## src/hw/rtl/b64d_pkg.sv

```systemverilog
// Shared types, constants and the alphabet lookup for the base64 stream decoder.
package b64d_pkg;

    // Default depth of the queue between front and back (power of two, at least 2).
    localparam int QUEUE_DEPTH_DEF = 4;

    // One burst of results produced by one accepted character.
    typedef struct packed {
        logic [23:0] bytes;     // first byte in [23:16]
        logic [1:0]  nres;      // number of results, 1..3 (0 = nothing to send)
        logic        has_byte;  // 0 only for the end-only marker
        logic        done;      // last result of the burst closes the string
    } b64d_desc_t;

    localparam int DESC_W = $bits(b64d_desc_t);

    // Status of the queue, seen by the front and the back.
    typedef struct packed {
        logic full;
        logic empty;
    } b64d_qstat_t;

    // Alphabet lookup: bit 6 = in alphabet, bits 5:0 = sextet value.
    function automatic logic [6:0] sextet_of(input logic [7:0] c);
        logic [6:0] r;
        r = 7'd0;
        case (c) inside
            [8'h41:8'h5A]: r = {1'b1, 6'(c - 8'h41)};
            [8'h61:8'h7A]: r = {1'b1, 6'(c - 8'h61 + 8'd26)};
            [8'h30:8'h39]: r = {1'b1, 6'(c - 8'h30 + 8'd52)};
            8'h2B:         r = {1'b1, 6'd62};
            8'h2F:         r = {1'b1, 6'd63};
            default:       r = 7'd0;
        endcase
        return r;
    endfunction

endpackage

```

## src/hw/rtl/b64d_front.sv

```systemverilog
// Front end: accepts characters, tracks the sextet group, builds result bursts.
module b64d_front
    import b64d_pkg::*;
(
    input  logic        clk,
    input  logic        rst_n,
    input  logic        char_valid,
    output logic        char_ready,
    input  logic [7:0]  char_code,
    input  logic        end_of_text,
    input  b64d_qstat_t qstat,
    output logic        push,
    output b64d_desc_t  push_desc
);

    logic [17:0] buf_reg, buf_next;
    logic [1:0]  cnt_reg, cnt_next;
    logic        stopped_reg, stopped_next;

    logic [6:0]  sx;
    logic [17:0] buf_mid;
    logic [1:0]  cnt_mid;
    logic        stop_mid;
    logic [23:0] char_bytes, end_bytes;
    logic [1:0]  char_n, end_n;
    logic        accept;

    // Partial-group flush: (count - 1) bytes, left aligned.
    function automatic logic [25:0] flush(input logic [17:0] b, input logic [1:0] c);
        logic [25:0] r;
        r = 26'd0;
        case (c)
            2'd2:    r = {2'd1, b[11:0], 12'h000};
            2'd3:    r = {2'd2, b[17:0], 6'h00};
            default: r = 26'd0;
        endcase
        return r;
    endfunction

    assign char_ready = !qstat.full;
    assign accept     = char_valid && char_ready;
    assign sx         = sextet_of(char_code);

    always_comb
    begin
        buf_mid    = buf_reg;
        cnt_mid    = cnt_reg;
        stop_mid   = stopped_reg;
        char_bytes = 24'h0;
        char_n     = 2'd0;
        end_bytes  = 24'h0;
        end_n      = 2'd0;

        if (!stopped_reg)
        begin
            if (!sx[6])
            begin
                {char_n, char_bytes} = flush(buf_reg, cnt_reg);
                buf_mid  = 18'h0;
                cnt_mid  = 2'd0;
                stop_mid = 1'b1;
            end
            else if (cnt_reg == 2'd3)
            begin
                char_bytes = {buf_reg, sx[5:0]};
                char_n     = 2'd3;
                buf_mid    = 18'h0;
                cnt_mid    = 2'd0;
            end
            else
            begin
                buf_mid = {buf_reg[11:0], sx[5:0]};
                cnt_mid = cnt_reg + 2'd1;
            end
        end

        if (end_of_text && !stop_mid)
            {end_n, end_bytes} = flush(buf_mid, cnt_mid);

        // At most one of the two sources yields bytes.
        push_desc.bytes    = (char_n != 2'd0) ? char_bytes : end_bytes;
        push_desc.nres     = char_n | end_n;
        push_desc.has_byte = 1'b1;
        push_desc.done     = end_of_text;
        if (end_of_text && push_desc.nres == 2'd0)
        begin
            push_desc.bytes    = 24'h0;
            push_desc.nres     = 2'd1;
            push_desc.has_byte = 1'b0;
        end

        push = accept && (push_desc.nres != 2'd0);

        buf_next     = buf_reg;
        cnt_next     = cnt_reg;
        stopped_next = stopped_reg;
        if (accept)
        begin
            if (end_of_text)
            begin
                buf_next     = 18'h0;
                cnt_next     = 2'd0;
                stopped_next = 1'b0;
            end
            else
            begin
                buf_next     = buf_mid;
                cnt_next     = cnt_mid;
                stopped_next = stop_mid;
            end
        end
    end

    always_ff @(posedge clk or negedge rst_n)
    begin
        if (!rst_n)
        begin
            buf_reg     <= 18'h0;
            cnt_reg     <= 2'd0;
            stopped_reg <= 1'b0;
        end
        else
        begin
            buf_reg     <= buf_next;
            cnt_reg     <= cnt_next;
            stopped_reg <= stopped_next;
        end
    end

endmodule

```

## src/hw/rtl/b64d_queue.sv

```systemverilog
// Small register queue carrying result bursts from the front to the back.
module b64d_queue
    import b64d_pkg::*;
#(
    parameter int DEPTH = QUEUE_DEPTH_DEF,
    parameter int WIDTH = DESC_W
)
(
    input  logic             clk,
    input  logic             rst_n,
    input  logic             push,
    input  logic [WIDTH-1:0] push_data,
    input  logic             pop,
    output logic [WIDTH-1:0] head_data,
    output b64d_qstat_t      qstat
);

    localparam int PW = $clog2(DEPTH);
    localparam int CW = $clog2(DEPTH + 1);

    logic [WIDTH-1:0] slot_reg [DEPTH];
    logic [PW-1:0]    wr_ptr_reg, wr_ptr_next;
    logic [PW-1:0]    rd_ptr_reg, rd_ptr_next;
    logic [CW-1:0]    count_reg, count_next;

    assign head_data   = slot_reg[rd_ptr_reg];
    assign qstat.full  = (count_reg == CW'(DEPTH));
    assign qstat.empty = (count_reg == '0);

    always_comb
    begin
        wr_ptr_next = push ? wr_ptr_reg + PW'(1) : wr_ptr_reg;
        rd_ptr_next = pop  ? rd_ptr_reg + PW'(1) : rd_ptr_reg;
        count_next  = count_reg;
        if (push && !pop)
            count_next = count_reg + CW'(1);
        else if (pop && !push)
            count_next = count_reg - CW'(1);
    end

    always_ff @(posedge clk)
    begin
        if (push)
            slot_reg[wr_ptr_reg] <= push_data;
    end

    always_ff @(posedge clk or negedge rst_n)
    begin
        if (!rst_n)
        begin
            wr_ptr_reg <= '0;
            rd_ptr_reg <= '0;
            count_reg  <= '0;
        end
        else
        begin
            wr_ptr_reg <= wr_ptr_next;
            rd_ptr_reg <= rd_ptr_next;
            count_reg  <= count_next;
        end
    end

endmodule

```

## src/hw/rtl/b64d_back.sv

```systemverilog
// Back end: unpacks bursts into one result per cycle, while byte_ready is high, into the output register.
module b64d_back
    import b64d_pkg::*;
(
    input  logic        clk,
    input  logic        rst_n,
    input  b64d_qstat_t qstat,
    input  b64d_desc_t  head_desc,
    output logic        pop,
    output logic        byte_valid,
    input  logic        byte_ready,
    output logic [7:0]  data_byte,
    output logic        has_byte,
    output logic        run_last,
    output logic        text_done
);

    b64d_desc_t  desc_reg, desc_next;
    logic        desc_valid_reg, desc_valid_next;
    logic [1:0]  idx_reg, idx_next;
    logic        out_valid_reg, out_valid_next;
    logic [7:0]  data_reg, data_next;
    logic        has_reg, has_next;
    logic        last_reg, last_next;
    logic        done_reg, done_next;

    logic        load;
    logic        is_last;
    logic [7:0]  cur_byte;

    assign byte_valid = out_valid_reg;
    assign data_byte  = data_reg;
    assign has_byte   = has_reg;
    assign run_last   = last_reg;
    assign text_done  = done_reg;

    always_comb
    begin
        load    = !out_valid_reg || byte_ready;
        is_last = (idx_reg == desc_reg.nres - 2'd1);
        case (idx_reg)
            2'd0:    cur_byte = desc_reg.bytes[23:16];
            2'd1:    cur_byte = desc_reg.bytes[15:8];
            default: cur_byte = desc_reg.bytes[7:0];
        endcase

        out_valid_next  = out_valid_reg && !byte_ready;
        data_next       = data_reg;
        has_next        = has_reg;
        last_next       = last_reg;
        done_next       = done_reg;
        desc_next       = desc_reg;
        desc_valid_next = desc_valid_reg;
        idx_next        = idx_reg;

        if (load && desc_valid_reg)
        begin
            out_valid_next = 1'b1;
            data_next      = cur_byte;
            has_next       = desc_reg.has_byte;
            last_next      = is_last;
            done_next      = is_last && desc_reg.done;
            idx_next       = idx_reg + 2'd1;
            if (is_last)
                desc_valid_next = 1'b0;
        end

        // Refill the burst register as soon as the current one is used up.
        pop = !qstat.empty && (!desc_valid_reg || (load && is_last));
        if (pop)
        begin
            desc_next       = head_desc;
            desc_valid_next = 1'b1;
            idx_next        = 2'd0;
        end
    end

    always_ff @(posedge clk)
    begin
        desc_reg <= desc_next;
        data_reg <= data_next;
        has_reg  <= has_next;
        last_reg <= last_next;
        done_reg <= done_next;
    end

    always_ff @(posedge clk or negedge rst_n)
    begin
        if (!rst_n)
        begin
            desc_valid_reg <= 1'b0;
            idx_reg        <= 2'd0;
            out_valid_reg  <= 1'b0;
        end
        else
        begin
            desc_valid_reg <= desc_valid_next;
            idx_reg        <= idx_next;
            out_valid_reg  <= out_valid_next;
        end
    end

endmodule

```

## src/hw/rtl/base64_stream_decoder_top.sv

```systemverilog
// Top level of the streaming base64 decoder: front end, burst queue, back end.
//
//  channel | signals                                   | role
//  --------+-------------------------------------------+------------------------------
//  char    | char_valid, char_ready, char_code,        | one encoded character per
//          | end_of_text                               | transaction, end mark on last
//  byte    | byte_valid, byte_ready, data_byte,        | one decoded byte or end-only
//          | has_byte, run_last, text_done             | marker per transaction
//
//  - A character is taken every cycle while the burst queue has room; each character
//    yields 0 to 3 results, written into the queue as one burst in the same cycle.
//  - While byte_ready is high the back end sends one result per cycle, so sustained input
//    is one character a cycle for plain text (3 bytes per 4 characters); a run of bursts
//    of three is bounded by the single output port at one result a cycle.
//  - An accepted character's results pass through the queue, the burst register and then the output register.
//  - Reset (rst_n low, asynchronous) empties the queue, clears the valid flag of the output
//    register and returns the decoder to an empty group with decoding active.
//  - A stall on the byte side fills the queue (QUEUE_DEPTH bursts) and then drops
//    char_ready; the output register keeps its transaction until it is taken.
module base64_stream_decoder_top
    import b64d_pkg::*;
#(
    parameter int QUEUE_DEPTH = QUEUE_DEPTH_DEF
)
(
    input  logic       clk,
    input  logic       rst_n,
    input  logic       char_valid,
    output logic       char_ready,
    input  logic [7:0] char_code,
    input  logic       end_of_text,
    output logic       byte_valid,
    input  logic       byte_ready,
    output logic [7:0] data_byte,
    output logic       has_byte,
    output logic       run_last,
    output logic       text_done
);

    b64d_qstat_t qstat;
    b64d_desc_t  push_desc;
    b64d_desc_t  head_desc;
    logic        push;
    logic        pop;

    // Front: alphabet lookup, group tracking, stop and flush handling.
    b64d_front u_front (
        .clk        (clk),
        .rst_n      (rst_n),
        .char_valid (char_valid),
        .char_ready (char_ready),
        .char_code  (char_code),
        .end_of_text(end_of_text),
        .qstat      (qstat),
        .push       (push),
        .push_desc  (push_desc)
    );

    // Queue of bursts lets the front keep accepting while the back drains.
    b64d_queue #(
        .DEPTH(QUEUE_DEPTH),
        .WIDTH(DESC_W)
    ) u_queue (
        .clk       (clk),
        .rst_n     (rst_n),
        .push      (push),
        .push_data (push_desc),
        .pop       (pop),
        .head_data (head_desc),
        .qstat     (qstat)
    );

    // Back: one result per cycle into the output register while byte_ready is high.
    b64d_back u_back (
        .clk       (clk),
        .rst_n     (rst_n),
        .qstat     (qstat),
        .head_desc (head_desc),
        .pop       (pop),
        .byte_valid(byte_valid),
        .byte_ready(byte_ready),
        .data_byte (data_byte),
        .has_byte  (has_byte),
        .run_last  (run_last),
        .text_done (text_done)
    );

    // The front never writes a burst into a full queue.
    a_no_overflow: assert property (@(posedge clk) disable iff (!rst_n)
        push |-> !qstat.full)
        else $error("burst written into full queue");

    // The back never reads an empty queue.
    a_no_underflow: assert property (@(posedge clk) disable iff (!rst_n)
        pop |-> !qstat.empty)
        else $error("burst read from empty queue");

    // The end of the string is always the last result of its character.
    a_done_is_last: assert property (@(posedge clk) disable iff (!rst_n)
        byte_valid && text_done |-> run_last)
        else $error("text_done without run_last");

    // An end-only marker closes the string and carries a zero byte.
    a_marker_form: assert property (@(posedge clk) disable iff (!rst_n)
        byte_valid && !has_byte |-> text_done && run_last && (data_byte == 8'h00))
        else $error("malformed end-only marker");

endmodule
```

## config.mk

```make
export PLATFORM = sky130hd
export DESIGN_NAME = base64_stream_decoder_top
export DESIGN_NICKNAME = d
export VERILOG_FILES = /design/src/hw/rtl/b64d_pkg.sv /design/src/hw/rtl/b64d_front.sv /design/src/hw/rtl/b64d_queue.sv /design/src/hw/rtl/b64d_back.sv /design/src/hw/rtl/base64_stream_decoder_top.sv
export SDC_FILE = /design/constraint.sdc
export NUM_CORES = 1
export LEC_CHECK = 0
export BUFFER_PORTS_ARGS = -buffer_cell sky130_fd_sc_hd__buf_4
export CAP_MARGIN = 40
export CORE_MARGIN = 1
export CORE_UTILIZATION = 55
export CTS_CLUSTER_SIZE = 24
export DETAILED_ROUTE_END_ITERATION = 8
export GPL_TIMING_DRIVEN = 0
export PLACE_DENSITY = 0.68
export SETUP_SLACK_MARGIN = 0.5
export SLEW_MARGIN = 20
export SYNTH_ARGS = -nofsm -noshare
export SYNTH_HDL_FRONTEND = slang
export SYNTH_SLANG_ARGS = --single-unit
```

## constraint.sdc

```tcl
create_clock -name clk -period 5.3 [get_ports clk]
set_clock_uncertainty 0.05 [all_clocks]
set_input_delay 0.795 -clock clk [delete_from_list [all_inputs] [get_ports clk]]
set_output_delay 0.795 -clock clk [all_outputs]
set_load 0.02 [all_outputs]
```

==> results.md <==
- First-pass GRT wire length: between 20000 and 25000 microns
- Post-Syn Area: 7905 sq um
- Hold Path Class: input port to asynchronous set/reset pin
- Syn avg cell area: roughly 16 sq um
- Initial DRC Count: ~420
- Final hold viol count: 0
- Prevailing post-synth register cell: edfxtp_1
- WL per Instance: between 20 and 25 microns
- Final Max Slew Viols: 0
- Crit Path Class: input port to register
- Cts hold-fix bufs: 0
- Vias in the first global route: 4498
- Final worst path period share: 69.01%
- Die footprint: 14860 sq um
- Max reg flops: around 110
- Final HPWL DP: 10930 microns
- Post-DP Area: around 8500 sq um
- Die height: around 120 microns
- R2r startpoint: u_back.desc_reg[3]
- Vias per cell: 6.052
- Drt first pass iters: 5
- Main combinational cell family by area after synthesis: compound AO/OA/AOI/OAI gates
- Die W: 121.9 microns
- Initial antenna violation count: 0
- Register area share after synthesis: approximately two thirds
- Post-route cell area: between 9000 and 10000 sq um
- GRT Residual Overflow: 0
- # nets final: approximately 580
- Final Wtd Congestion: 0.8851
- H-tree lvl count: 4
- Finished Layout Cells: roughly 740
- Clock Tree Root: clkbuf_16
- Commonest cells after routing, fill and taps aside: edfxtp_1 (151), nand2_1 (39), dfrtp_1 (32), mux4_2 (28), buf_4 (25)
- Post-synthesis mux area share: 8.674%
- Minimum clock period: 3.657 ns
- Reg2reg end: u_queue.count_reg[1]
- Critical Path AT: 3.96 ns
- Ant diodes: 0
- Synth-to-Final Area Change: 14.42%
- Clock tree sinks: roughly 180
- Worst slew pin tran: about 0.75 ns
- Type of element capturing the critical path: register
- Initial Util: a little under three fifths
- P_leak: 3.329 nW
- Relative slew slack: about half
- Worst Reg2Reg Path Length in Cells: 9
- Gate Count Post-Synth: 500
- Post-synthesis simple-gate area fraction: 6.901%
- Io pins: 26
- TritonCTS buffer count: 17
- Share of layout cells above drive strength 1: 20.96%
- Critical Path Fanout Max: 10
- Placed cell count: roughly 710
- ANT nets after route: 0
- Area share of fa/ha/maj cells after synthesis: ~3%
- Synth Area in XOR/XNOR: under 10%
- DRC: 0
- Share of flip-flops with an asynchronous set or reset: between 10% and 20%
- Fmax: around 270 MHz
- Post-synth EDFFs: 151
- Unrepaired setup endpoints after global routing: no
- Flop2flop setup slack: between 2 and 2.5 ns
- Final setup violation count: 0
- CTS tree: done
- Final wirelength: 15780 microns
- CP startpoint kind: input port
- Complex-gate fraction of the synthesized area: just over 10%
- Input/output buffers: 23
- Most common cell after layout, fill and taps aside: edfxtp_1
- Pin count of the biggest net entering global routing: 33
- Mapped Nets: between 500 and 600
- Total Routing Usage GR: between 20 and 25%
- Outcome: completed
- Cts repair resizes: 0
- Via Count: between 4000 and 5000
- #FFs+latches synth: approximately 180
- Core area: between 10000 and 15000 sq um
- Warnings, synthesis: 0
- Pwr per Cell Area: 473.1 nW/um^2
- Crit path required time: between 5 and 6 ns
- Clock latency on the worst-skew pair: ~0.43 ns
- Max VDD drop: 0.3058 mV
- Post-synth cell types: between 60 and 70
- Number of post-CTS setup repair buffers: 0
- Max Cap Viol: 0
- CTS clock-pin slew for the worst setup and hold paths: 0.07 ns
- TNS Setup: 0 ns
- Row Count: 43
- Longest Clk Path Bufs: 2
[Yosys cell counts, drive strengths merged, types with 7 or more instances]
cell | count | area, sq um
a22o | 22 | 192.7
xnor2 | 7 | 61.31
clkbuf | 10 | 37.54
edfxtp | 151 | 4534
o21ai | 20 | 100.1
dfrtp | 32 | 800.8
inv | 22 | 85.09
a21oi | 17 | 88.84
nor2 | 19 | 71.32
nand2 | 39 | 146.4
a22oi | 17 | 127.6
and2 | 11 | 68.82
mux4 | 28 | 630.6
ha | 17 | 212.7
buf | 12 | 78.81
[routing by layer]
metal,vias to the layer above,routed length [microns],GRT usage (%)
met1,2262,6828,30.11
li1,2050,-,-
met5,-,0,0
met4,0,170,7.639
met2,168,8014,38.63
met3,17,766,5.384
[how the worst max path moves through the flow]
stage / from / endpoint / slack [ns]
2_1_floorplan: byte_ready / u_queue.count_reg[1] / 1.41
3_3_place_gp: byte_ready / u_queue.count_reg[1] / 0.23
3_5_place_dp: char_code[2] / u_queue.count_reg[2] / 1.24
4_1_cts: char_code[2] / u_queue.count_reg[2] / 1.70
5_1_grt: char_code[2] / u_queue.count_reg[2] / 1.49
6_report: char_code[2] / u_queue.count_reg[2] / 1.64
[through the flow]
step	hold slack (ns)	setup slack [ns]	total power, W	util [%]
after floorplan	0.3503	1.409	0.002710	-
after global placement	0.3608	0.2339	0.003008	59.59
after detailed placement	0.3946	1.236	0.003108	60.77
after CTS	0.2532	1.698	0.004320	64.91
after global routing	0.2706	1.493	0.004473	64.91
final	0.2569	1.643	0.004279	64.91
[critical path: stages]
cell and delay (ns):
buf_4 0.14, inv_1 0.17, ha_1 0.27, a21oi_1 0.09
or3_4 0.39, and3_4 0.16, buf_6 0.14, nor4b_4 0.40
o31a_4 0.24, ha_1 0.19, inv_1 0.07, fa_1 0.44
xor2_1 0.17, nor2_1 0.13, xor2_1 0.16
[power breakdown]
group,switching [W],internal (W)
Clock,0.000534,0.000675
Sequential,0.0000972,0.00188
Combinational,0.000615,0.000482
[cells by family after synthesis]
logic type | count (synthesis)
fa+ha+maj | 18
xor+xnor | 11
compound gates | 106
flops | 183
simple gates | 105
buf+inv | 44
mux | 33
[area by class of cell]
cell class	count	area (sq um)
Buffer	22	116.4
Clock inverter	13	123.9
Fill cell	986	4890
Inverter	22	85.08
Timing Repair Buffer	31	321.6
Sequential cell	183	5335
Clock buffer	19	452.9
Tap cell	180	225.2
Multi-Input combinational cell	273	2385
Power figures use the tool's default switching activity.
